### src/design/bitfield_change_detector_unit_assert.svh
// assertion macros shared by the change detector modules
`ifndef BITFIELD_CHANGE_DETECTOR_UNIT_ASSERT_SVH
`define BITFIELD_CHANGE_DETECTOR_UNIT_ASSERT_SVH

// antecedent implies consequent in the same cycle
`define BCD_ASSERT_SAME(lbl, ante, cons, msg) \
    lbl: assert property (@(posedge clk) disable iff (!rst_n) (ante) |-> (cons)) \
        else $error(msg);

// antecedent implies consequent in the next cycle
`define BCD_ASSERT_NEXT(lbl, ante, cons, msg) \
    lbl: assert property (@(posedge clk) disable iff (!rst_n) (ante) |=> (cons)) \
        else $error(msg);

`endif

### src/design/bcd_pkg.sv
// shared types and constants for the bitfield change detector
`timescale 1ns / 1ps

package bcd_pkg;

    localparam int WORD_INDEX_W   = 6;
    localparam int SAMPLE_W       = 32;
    localparam int SIGNAL_INDEX_W = 11;
    localparam int S_TDATA_W      = 40;
    localparam int M_TDATA_W      = 16;
    localparam int WORD_CMP_W     = 13;

    typedef enum logic [1:0] {
        ST_CLEAR,
        ST_IDLE,
        ST_READ,
        ST_SCAN
    } bcd_state_t;

    typedef struct packed {
        logic pending;
        logic finish;
    } scan_stat_t;

endpackage

### src/design/bitfield_change_detector_unit.sv
// top level of the bitfield change detector
`timescale 1ns / 1ps

// channel  | direction | fields
// s_axis   | in        | tdata: word_index[5:0], sample_word[37:6]
// m_axis   | out       | tdata: signal_index[10:0]; tuser: rising; tlast: last
//
// a sample is accepted, then read from the store, then scanned one changed bit at a time
// the scanner emits one bit a cycle while the output is not stalled
// after reset a clearing pass zeroes the store, no sample taken
// a result waits in the output register while the next sample is accepted
// a stalled output holds the scanner, which holds the next sample's store read

`include "bitfield_change_detector_unit_assert.svh"

module bitfield_change_detector_unit #(
    parameter int WORD_COUNT = 64,
    parameter int WORD_BITS  = 32
) (
    input  logic                           clk,
    input  logic                           rst_n,
    input  logic                           s_tvalid,
    output logic                           s_tready,
    input  logic [bcd_pkg::S_TDATA_W-1:0]  s_tdata,  // word_index, sample_word
    output logic                           m_tvalid,
    input  logic                           m_tready,
    output logic [bcd_pkg::M_TDATA_W-1:0]  m_tdata,  // signal_index
    output logic                           m_tuser,  // rising
    output logic                           m_tlast
);

    localparam int ADDR_W = (WORD_COUNT > 1) ? $clog2(WORD_COUNT) : 1;
    localparam int IDX_W  = bcd_pkg::WORD_INDEX_W;
    localparam int SMP_W  = bcd_pkg::SAMPLE_W;
    localparam int SIDX_W = bcd_pkg::SIGNAL_INDEX_W;
    localparam int CMP_W  = bcd_pkg::WORD_CMP_W;
    localparam int BASE_W = IDX_W + $clog2(WORD_BITS + 1);

    bcd_pkg::bcd_state_t state_reg;
    bcd_pkg::bcd_state_t state_next;
    bcd_pkg::scan_stat_t scan_stat;

    logic [ADDR_W-1:0]       addr_reg;
    logic [ADDR_W-1:0]       addr_next;
    logic [WORD_BITS-1:0]    sample_reg;
    logic [WORD_BITS-1:0]    sample_next;
    logic [SIDX_W-1:0]       base_reg;
    logic [SIDX_W-1:0]       base_next;

    logic                    accept;
    logic                    word_ok;
    logic [IDX_W-1:0]        in_word;
    logic [SMP_W-1:0]        in_sample;
    logic [ADDR_W+IDX_W-1:0] addr_wide;
    logic [ADDR_W-1:0]       in_addr;
    logic [WORD_BITS+SMP_W-1:0] sample_wide;
    logic [BASE_W-1:0]       base_full;
    logic [WORD_BITS-1:0]    rd_data;
    logic [WORD_BITS-1:0]    diff;
    logic                    store_busy;
    logic                    rd_en;
    logic                    wr_en;
    logic                    load;

    always_comb
    begin
        in_word     = s_tdata[IDX_W-1:0];
        in_sample   = s_tdata[IDX_W+SMP_W-1:IDX_W];
        accept      = s_tvalid && s_tready;
        word_ok     = CMP_W'(in_word) < CMP_W'(WORD_COUNT);
        addr_wide   = {{ADDR_W{1'b0}}, in_word};
        in_addr     = addr_wide[ADDR_W-1:0];
        sample_wide = {{WORD_BITS{1'b0}}, in_sample};
        base_full   = BASE_W'(in_word) * BASE_W'(WORD_BITS);
        diff        = sample_reg ^ rd_data;
    end

    // next state
    always_comb
    begin
        state_next = state_reg;
        unique case (state_reg)
            bcd_pkg::ST_CLEAR:
            begin
                if (!store_busy)
                begin
                    state_next = bcd_pkg::ST_IDLE;
                end
            end
            bcd_pkg::ST_IDLE:
            begin
                if (accept && word_ok)
                begin
                    state_next = bcd_pkg::ST_READ;
                end
            end
            bcd_pkg::ST_READ:
            begin
                state_next = (diff == '0) ? bcd_pkg::ST_IDLE : bcd_pkg::ST_SCAN;
            end
            bcd_pkg::ST_SCAN:
            begin
                if (scan_stat.finish)
                begin
                    state_next = bcd_pkg::ST_IDLE;
                end
            end
            default:
            begin
                state_next = bcd_pkg::ST_IDLE;
            end
        endcase
    end

    // outputs
    always_comb
    begin
        s_tready = 1'b0;
        wr_en    = 1'b0;
        load     = 1'b0;
        unique case (state_reg)
            bcd_pkg::ST_IDLE:
            begin
                s_tready = 1'b1;
            end
            bcd_pkg::ST_READ:
            begin
                wr_en = 1'b1;
                load  = 1'b1;
            end
            default:
            begin
                s_tready = 1'b0;
            end
        endcase
        rd_en = accept && word_ok;
    end

    always_comb
    begin
        addr_next   = addr_reg;
        sample_next = sample_reg;
        base_next   = base_reg;
        if (accept)
        begin
            addr_next   = in_addr;
            sample_next = sample_wide[WORD_BITS-1:0];
            base_next   = SIDX_W'(base_full);
        end
    end

    always_ff @(posedge clk or negedge rst_n)
    begin
        if (!rst_n)
        begin
            state_reg <= bcd_pkg::ST_CLEAR;
        end
        else
        begin
            state_reg <= state_next;
        end
    end

    always_ff @(posedge clk)
    begin
        addr_reg   <= addr_next;
        sample_reg <= sample_next;
        base_reg   <= base_next;
    end

    bcd_store #(
        .WORD_COUNT (WORD_COUNT),
        .WORD_BITS  (WORD_BITS),
        .ADDR_W     (ADDR_W)
    ) u_store (
        .clk     (clk),
        .rst_n   (rst_n),
        .rd_en   (rd_en),
        .rd_addr (in_addr),
        .rd_data (rd_data),
        .wr_en   (wr_en),
        .wr_addr (addr_reg),
        .wr_data (sample_reg),
        .busy    (store_busy)
    );

    bcd_scan #(
        .WORD_BITS (WORD_BITS)
    ) u_scan (
        .clk      (clk),
        .rst_n    (rst_n),
        .load     (load),
        .diff_in  (diff),
        .sample   (sample_reg),
        .base     (base_reg),
        .stat     (scan_stat),
        .m_tvalid (m_tvalid),
        .m_tready (m_tready),
        .m_tdata  (m_tdata),
        .m_tuser  (m_tuser),
        .m_tlast  (m_tlast)
    );

    `BCD_ASSERT_SAME(a_no_accept_clearing, accept, !store_busy, "transfer taken during clear")
    `BCD_ASSERT_SAME(a_busy_in_clear, store_busy, state_reg == bcd_pkg::ST_CLEAR, "clear outside clear state")
    `BCD_ASSERT_NEXT(a_read_follows, rd_en, state_reg == bcd_pkg::ST_READ, "store read not followed by update")

endmodule

### src/design/bcd_store.sv
// word store with registered read and clearing pass after reset
`timescale 1ns / 1ps

module bcd_store #(
    parameter int WORD_COUNT = 64,
    parameter int WORD_BITS  = 32,
    parameter int ADDR_W     = 6
) (
    input  logic                 clk,
    input  logic                 rst_n,
    input  logic                 rd_en,
    input  logic [ADDR_W-1:0]    rd_addr,
    output logic [WORD_BITS-1:0] rd_data,
    input  logic                 wr_en,
    input  logic [ADDR_W-1:0]    wr_addr,
    input  logic [WORD_BITS-1:0] wr_data,
    output logic                 busy
);

    localparam logic [ADDR_W-1:0] LAST_ADDR = ADDR_W'(WORD_COUNT - 1);

    logic [WORD_BITS-1:0] mem [WORD_COUNT];
    logic [WORD_BITS-1:0] rd_data_reg;
    logic [ADDR_W-1:0]    clr_addr_reg;
    logic [ADDR_W-1:0]    clr_addr_next;
    logic                 clearing_reg;
    logic                 clearing_next;
    logic                 we;
    logic [ADDR_W-1:0]    wa;
    logic [WORD_BITS-1:0] wd;

    always_comb
    begin
        clr_addr_next = clr_addr_reg;
        clearing_next = clearing_reg;
        if (clearing_reg)
        begin
            clr_addr_next = clr_addr_reg + 1'b1;
            if (clr_addr_reg == LAST_ADDR)
            begin
                clearing_next = 1'b0;
            end
        end
    end

    always_comb
    begin
        we = clearing_reg || wr_en;
        wa = clearing_reg ? clr_addr_reg : wr_addr;
        wd = clearing_reg ? '0 : wr_data;
    end

    always_ff @(posedge clk or negedge rst_n)
    begin
        if (!rst_n)
        begin
            clr_addr_reg <= '0;
            clearing_reg <= 1'b1;
        end
        else
        begin
            clr_addr_reg <= clr_addr_next;
            clearing_reg <= clearing_next;
        end
    end

    always_ff @(posedge clk)
    begin
        if (we)
        begin
            mem[wa] <= wd;
        end
    end

    always_ff @(posedge clk)
    begin
        if (rd_en)
        begin
            rd_data_reg <= mem[rd_addr];
        end
    end

    assign rd_data = rd_data_reg;
    assign busy    = clearing_reg;

endmodule

### src/design/bcd_scan.sv
// changed-bit scanner, highest bit first, with registered output stage
`timescale 1ns / 1ps

`include "bitfield_change_detector_unit_assert.svh"

module bcd_scan #(
    parameter int WORD_BITS = 32
) (
    input  logic                                 clk,
    input  logic                                 rst_n,
    input  logic                                 load,
    input  logic [WORD_BITS-1:0]                 diff_in,
    input  logic [WORD_BITS-1:0]                 sample,
    input  logic [bcd_pkg::SIGNAL_INDEX_W-1:0]   base,
    output bcd_pkg::scan_stat_t                  stat,
    output logic                                 m_tvalid,
    input  logic                                 m_tready,
    output logic [bcd_pkg::M_TDATA_W-1:0]        m_tdata,  // signal_index
    output logic                                 m_tuser,  // rising
    output logic                                 m_tlast
);

    localparam int POS_W   = $clog2(WORD_BITS);
    localparam int PAD_W   = 1 << POS_W;
    localparam int SIDX_W  = bcd_pkg::SIGNAL_INDEX_W;
    localparam int TDATA_W = bcd_pkg::M_TDATA_W;

    logic [WORD_BITS-1:0] diff_reg;
    logic [WORD_BITS-1:0] diff_next;
    logic                 m_tvalid_reg;
    logic                 m_tvalid_next;
    logic [SIDX_W-1:0]    sidx_reg;
    logic [SIDX_W-1:0]    sidx_next;
    logic                 rise_reg;
    logic                 rise_next;
    logic                 last_reg;
    logic                 last_next;
    logic [POS_W-1:0]     pos;
    logic [WORD_BITS-1:0] cleared;
    logic                 pending;
    logic                 adv;

    // binary search for the highest set bit
    function automatic logic [POS_W-1:0] msb_pos(input logic [PAD_W-1:0] v);
        logic [POS_W-1:0] p;
        logic [POS_W-1:0] p_try;
        p = '0;
        for (int k = POS_W - 1; k >= 0; k--)
        begin
            p_try = p | (POS_W'(1) << k);
            if ((v & ({PAD_W{1'b1}} << p_try)) != '0)
            begin
                p = p_try;
            end
        end
        return p;
    endfunction

    always_comb
    begin
        pos     = msb_pos(PAD_W'(diff_reg));
        cleared = diff_reg & ~(WORD_BITS'(1) << pos);
        pending = diff_reg != '0;
        adv     = pending && (!m_tvalid_reg || m_tready);
    end

    always_comb
    begin
        diff_next     = diff_reg;
        m_tvalid_next = m_tvalid_reg;
        sidx_next     = sidx_reg;
        rise_next     = rise_reg;
        last_next     = last_reg;
        if (m_tready)
        begin
            m_tvalid_next = 1'b0;
        end
        if (load)
        begin
            diff_next = diff_in;
        end
        else if (adv)
        begin
            diff_next     = cleared;
            m_tvalid_next = 1'b1;
            sidx_next     = base + SIDX_W'(pos);
            rise_next     = sample[pos];
            last_next     = cleared == '0;
        end
    end

    always_ff @(posedge clk or negedge rst_n)
    begin
        if (!rst_n)
        begin
            diff_reg     <= '0;
            m_tvalid_reg <= 1'b0;
        end
        else
        begin
            diff_reg     <= diff_next;
            m_tvalid_reg <= m_tvalid_next;
        end
    end

    always_ff @(posedge clk)
    begin
        sidx_reg <= sidx_next;
        rise_reg <= rise_next;
        last_reg <= last_next;
    end

    always_comb
    begin
        stat.pending = pending;
        stat.finish  = adv && !load && (cleared == '0);
    end

    assign m_tvalid = m_tvalid_reg;
    assign m_tdata  = TDATA_W'(sidx_reg);
    assign m_tuser  = rise_reg;
    assign m_tlast  = last_reg;

    `BCD_ASSERT_SAME(a_load_when_drained, load, !pending, "scanner loaded while bits remain")
    `BCD_ASSERT_NEXT(a_finish_drains, stat.finish, !stat.pending, "bits left after final transfer")
    `BCD_ASSERT_NEXT(a_load_pending, load, pending == $past(diff_in != '0), "load lost changes")

endmodule
### config.mk
export PLATFORM = sky130hd
export DESIGN_NAME = bitfield_change_detector_unit
export DESIGN_NICKNAME = d
export VERILOG_FILES = /design/src/design/bcd_pkg.sv /design/src/design/bitfield_change_detector_unit.sv /design/src/design/bcd_store.sv /design/src/design/bcd_scan.sv
export VERILOG_INCLUDE_DIRS = /design/src /design/src/design
export SDC_FILE = /design/constraint.sdc
export NUM_CORES = 2
export LEC_CHECK = 0
export ABC_AREA = 0
export BUFFER_PORTS_ARGS = -buffer_cell sky130_fd_sc_hd__clkbuf_2
export CAP_MARGIN = 0
export CORE_AREA = 5 5 372 374
export DETAILED_ROUTE_END_ITERATION = 8
export DIE_AREA = 0 0 377 379
export PLACE_DENSITY_LB_ADDON = 0.05
export SLEW_MARGIN = 15
export SYNTH_ARGS = -nofsm -noshare
export SYNTH_HDL_FRONTEND = slang
export SYNTH_SLANG_ARGS = --single-unit
### constraint.sdc
create_clock -name clk -period 4.4 [get_ports clk]
set_input_delay 0.22 -clock clk [delete_from_list [all_inputs] [get_ports clk]]
set_output_delay 0.22 -clock clk [all_outputs]
set_load 0.05 [all_outputs]
=== After elaboration in Yosys (flattened, before gate mapping) ===
Memories as Yosys holds them, arrays and structs flattened. A register that Yosys moved wholly into a read port is not among the register bits.
Index checks and enable logic that the tools add are counted.

* Memories kept: 1
* Logic and storage cells: 79
* Output and inout port bits: 20
* RAM bits: 2,048
* Bits of input ports: 44
* Flip-flop bits (word level): 93

* Order comparisons: 1
* Equality and inequality tests: 7
* Mux-type cells: 25
* Reductions and logical operators: 20
* $add $sub $neg: 2
* Bitwise logic cells: 8
* Shift operators: 5

{| class="wikitable"
|+ Memories
! name !! depth !! width !! rd ports !! clocked after memory_dff !! wr ports !! RTL line !! source
|-
| u_store.mem || 64 || 32 || 1 || 1 || 1 || bcd_store.sv:22 || <nowiki>logic [WORD_BITS-1:0] mem [WORD_COUNT];</nowiki>
|}

{| class="wikitable"
|+ Operators by type and width
! operator !! number
|-
| 32-bit nonzero test || 6
|-
| 32-bit bitwise AND || 5
|-
| 32-bit by 5-bit << shifter with 32-bit output, first input constant || 4
|-
| 32-bit two-way mux || 3
|-
| 32-bit zero test || 2
|-
| 32-bit NOT || 1
|-
| 1-bit by 5-bit << shifter with 32-bit output, first input constant || 1
|-
| 32-bit XOR || 1
|-
| 11-bit by 5-bit adder with 11-bit output || 1
|-
| 1-bit two-way mux || 11
|-
| 2-bit two-way mux || 5
|-
| 2-bit case mux with 4 select lines || 1
|-
| 6-bit by 1-bit adder with 6-bit output, second input constant || 1
|-
| 6-bit equality test, second input constant || 1
|-
| 5-bit by 6-bit < comparator with 1-bit output, second input constant || 1
|-
| 6-bit two-way mux || 1
|-
| 2-bit != test, second input constant || 3
|-
| 1-bit binary-select mux with 5-bit select || 1
|-
| 5-bit two-way mux || 1
|-
| 2-bit equality test, second input constant || 2
|-
| 1-bit logical AND || 4
|-
| 4-bit two-way mux || 1
|-
| 3-bit two-way mux || 1
|-
| 3-bit AND reduction || 1
|-
| other kinds (7) || 9
|}

=== Depth between registers and ports, before layout ===
* Word-level depth: 25
* Depth in mapped cells: 15
* Mapped depth without buffers: 12

=== Hierarchy ===
Synthesis repeated with hierarchy kept, for this count alone.

* Cells, all modules: 4,025
* Area, all modules: 85,040.3 um^2

{| class="wikitable"
|+ By module, submodules not included
! module !! sequential area each (um^2) !! cells an instance !! times used !! area an instance (um^2)
|-
| bcd_store || 62,636.3 || 3,512 || 1 || 79,991.7
|-
| bcd_scan || 1,216.2 || 410 || 1 || 3,378.2
|-
| bitfield_change_detector_unit || 1,191.1 || 103 || 1 || 1,670.4
|}

=== Least setup slack after synthesis ===
No wires, ideal clock.

* Path type: reg-to-reg
* Start: reg u_scan.diff_reg[29]
* End: reg u_scan.rise_reg (netlist: u_scan.m_tuser) (data pin)
* Setup slack: 0.669 ns
* Stages on the path, launching flop included: 14
* Setup time: 0.256 ns
* Arrival: 3.475 ns
* Period minus slack after synthesis: 3.731 ns
* Data required time: 4.144 ns
* Path buffers: 3
* Cell sequence: dfrtp_1 or4_1 buf_2 nor4_4 buf_4 nand3_2 o2111ai_2 a31oi_2 nor3_4 buf_2 mux2_1 a221oi_1 nor2_1 and4_1

* Cells in the longest elaborated chain, start to end: 20

{| class="wikitable"
|+ Ends and longest elaborated chain
! element !! RTL line !! source
|-
| start: declaration || bcd_scan.sv:28 || <nowiki>logic [WORD_BITS-1:0] diff_reg;</nowiki>
|-
| start signal: assignment || bcd_scan.sv:101 || <nowiki>diff_reg <= diff_next;</nowiki>
|-
| 32-bit nonzero test || bcd_scan.sv:51 || <nowiki>if ((v & ({PAD_W{1'b1}} << p_try)) != '0)</nowiki>
|-
| 5-bit two-way mux || bcd_scan.sv:51 ||
|-
| 32-bit by 5-bit << shifter with 32-bit output || bcd_scan.sv:51 ||
|-
| 32-bit bitwise AND || bcd_scan.sv:51 ||
|-
| 32-bit nonzero test || bcd_scan.sv:51 ||
|-
| 4-bit two-way mux || bcd_scan.sv:51 ||
|-
| 32-bit by 5-bit << shifter with 32-bit output || bcd_scan.sv:51 ||
|-
| 32-bit bitwise AND || bcd_scan.sv:51 ||
|-
| [4 not listed] || -- ||
|-
| 32-bit nonzero test || bcd_scan.sv:51 ||
|-
| 2-bit two-way mux || bcd_scan.sv:51 ||
|-
| 32-bit by 5-bit << shifter with 32-bit output || bcd_scan.sv:51 ||
|-
| 32-bit bitwise AND || bcd_scan.sv:51 ||
|-
| 32-bit nonzero test || bcd_scan.sv:51 ||
|-
| 1-bit two-way mux || bcd_scan.sv:51 ||
|-
| 1-bit binary-select mux with 5-bit select * || bcd_scan.sv:87 || <nowiki>rise_next = sample[pos];</nowiki>
|-
| 1-bit two-way mux (implied by the code) * || bcd_scan.sv:87 ||
|-
| end signal: assignment || bcd_scan.sv:109 || <nowiki>rise_reg <= rise_next;</nowiki>
|-
| end: declaration || bcd_scan.sv:34 || <nowiki>logic rise_reg;</nowiki>
|}

Mark *: on every way between the ends. The rest lies on a longest branch, timed or not. The select of a mux whose other input is x is not followed.
A chain may end at the register's enable or synchronous reset.

=== Worst setup path after layout ===
Same ends and word-level chain as after synthesis.

==> metrics <==
status=finished, final reports clean; initial core utilization=62.51%; grt total ovfl=0; worst path required time=4.94 ns; clk slew on worst S/H paths=0.07 ns; Distinct cells, synth=79; TritonCTS clock tree=yes; number of global-route vias before repair=41.06k; CTS Buf Count=206; Crit path arrival time=4.66 ns; drt total wl=211.0 mm; DR pass1 iterations=5; CP max stage delay=0.65 ns; CP Capture Type=flip-flop; Leak=30.03 nW; Die Area=142900 sq um; Tmin final=4.117 ns; # IOs=64; worst skew pair latency=0.81 ns; die width=377 um; Max Cap Viol=0; first-pass GRT wire length=299.1 mm; share of the yosys chip area belonging to registers=77.29%; Die Y=379 um; Power Total=0.04450 W; WL met2=103.3 mm; Detail Placement HPWL=119.1 mm; Largest Register=u_store.mem; M1 wire length=81.73 mm; Wirelength per Cell=35.89 um; FP Rows=135; Synth Area per Inst=23.45 sq um; H-Tree Depth=4; Slew @ Worst Pin=1.134 ns; Finish-stage setup viols=0; initial DRC count=5232; kind of critical path=flip-flop to flip-flop; setup TNS=0 ns; largest net degree at the start of global routing=75; Layout Utilization=71.09%; Port Buffers=56; GP Congestion=0.8896; top sig layer=met5; global-route usage over all layers=30.02%; Ys Warns=0; Synth Instances=3588; clock tree root driver cell=clkbuf_16; Yosys reg bits=2173; # fillers=7620; worst-path maximum fanout=12; cells on worst reg2reg path=12; Post-synth EDFFs=2131; achievable frequency=0.2429 GHz; Post-Syn Area=84150 sq um; Core ar.=134600 sq um; final hold viol count=0; nets=3973; CTS Buffer Depth=3; vias=40.39k; Largest register FFs=2048; cell breakdown of the critical path=or4_1 -> nor4_4 -> buf_4 -> nand3_2 -> o2111ai_2 -> a31oi_2 -> nor3_4 -> buf_4 -> mux2_2 -> a221oi_1 -> nor4_1 -> and4_1; Sink Count=2173; met3 routed WL=21.67 mm; final-report max-slew violation count=0; Tcrit/Tclk final=93.56%; Pwr Density=465.0 nW/um^2; initial antenna violation count=14; RSZ-0062 raised after global routing=no; share of cells above drive strength 1=33.03%; most used cell, CP=buf_4; P&R area growth vs syn=13.72%; VDD IR max=0.4161 mV; number of remaining DRC errors=0; max_slew headroom=24.39%; hold depth=2; via/cell ratio=6.870; prevailing post-synth register cell=edfxtp_1; Slowest cell on crit path=or4_1; worst min-delay path class=primary input to flip-flop; Post-synth ARST share=1.933%; antenna viol nets, final=0; Fin Clk Skew=0.03614 ns; Worst setup SP type=flip-flop
power by group:
| group | leakage [nW] | internal (W) | total, W | switching [W] |
|---|---|---|---|---|
| registers | 19.6 | 0.0225 | 0.0226 | 0.0000942 |
| logic | 7.26 | 0.00211 | 0.00511 | 0.00300 |
| clock network | 3.12 | 0.00934 | 0.0168 | 0.00743 |
| total | 30.0 | 0.0340 | 0.0445 | 0.0105 |
synthesized netlist by cell type (4+ instances only):
cell	n	area, sq um
nand2b_1	4	25.02
or3_1	9	56.30
nor3_1	15	75.07
nand3_1	10	50.05
edfxtp_1	2131	63990
nor2b_1	33	206.5
inv_1	17	63.81
nand2_1	90	337.8
dfrtp_1	41	1026
clkbuf_1	118	442.9
o21ai_1	25	125.1
a21o_1	4	30.03
and2_1	6	37.54
o21ai_0	53	265.3
o31ai_1	8	60.06
nor2_1	103	386.6
inv_2	5	18.77
buf_1	55	206.5
buf_4	7	52.55
mux2_1	4	45.04
ha_1	6	75.07
xor2_1	34	297.8
or4_1	5	37.54
mux2i_1	9	90.09
a221oi_1	11	96.34
mux4_2	666	15000
nor4_1	19	118.9
nand4_1	9	56.30
mux2_2	9	101.4
layout make-up:
| cell class | count | area (sq um) | area share (%) |
|---|---|---|---|
| multi-input combinational | 1213 | 19040 | 19.90 |
| tap | 1781 | 2228 | 2.329 |
| antenna | 2 | 5.005 | 0.005230 |
| clock buffer | 252 | 5380 | 5.622 |
| sequential | 2173 | 65050 | 67.97 |
| timing repair buffer | 307 | 2899 | 3.029 |
| inverter | 22 | 82.58 | 0.08629 |
| clock inverter | 129 | 1010 | 1.055 |
what timing repair did:
action,in CTS,in global routing
gates resized for setup,0,1
hold endpoints to repair,76,0
hold buffers,35,0
setup buffers,0,0
setup endpoints to repair,0,3
stage by stage:
stage	area, sq um	std cells	setup WS (ns)	hold WS, ns
after floorplan	84170	3592	0.6695	-0.07559
after global placement	88660	5447	0.1609	0.3677
after detailed placement	88660	5447	0.2483	0.3818
after CTS	95400	5863	0.2138	0.04432
after global routing	95690	5877	0.04621	0.08465
final	95700	5879	0.2834	0.09329
worst paths after layout:
check	start	to	slack, ns
worst min register to register	u_store.clr_addr_reg[0]	u_store.clr_addr_reg[0]	0.54
worst min-delay path	s_tdata[0]	addr_reg[0]	0.09
worst max register to register	u_scan.diff_reg[29]	u_scan.m_tuser	0.28
min in group asynchronous	rst_n	u_scan.diff_reg[12]	0.10
worst max-delay path	u_scan.diff_reg[29]	u_scan.m_tuser	0.28
max in group asynchronous	rst_n	u_scan.diff_reg[20]	3.82
worst max-delay path, delay by kind of cell (launching register included):
family | cells | cell delay [ns]
DFF | 1 | 0.39
buffers and inverters | 2 | 0.46
and+or+nand+nor | 6 | 1.93
AOI/OAI and AO/OA | 3 | 0.75
muxes | 1 | 0.32
routing by layer:
| metal | global-route usage, % | vias to the layer above |
|---|---|---|
| li1 | - | 16041 |
| met1 | 44.50 | 21705 |
| met5 | 0 | - |
| met3 | 6.281 | 310 |
| met2 | 47.84 | 2330 |
| met4 | 6.394 | 2 |
placed cells by master, fill, tap and decap left out, drive strengths merged, types with 16 or more instances in the layout:
cell and instances:
nand2 91, mux4 666, inv 30, nor4 24
clkinv 105, clkbuf 303, dlygate4sd3 35, nor2b 33
nor3 16, dfrtp 41, xor2 34, buf 221
edfxtp 2131, o21ai 78, nor2 104
cell families (layout without fill, tap and decap cells):
logic type	Yosys count	after routing	share of synthesized area [%]
mux	688	688	18.11
fa+ha+maj	7	7	0.1011
flops	2173	2173	77.29
other cells	1	7	0.004456
simple gates	329	329	1.979
buf+inv	206	710	0.9635
compound gates	147	147	1.169
xor+xnor	37	37	0.3851
No activity file was read; power rests on OpenSTA's default activity.
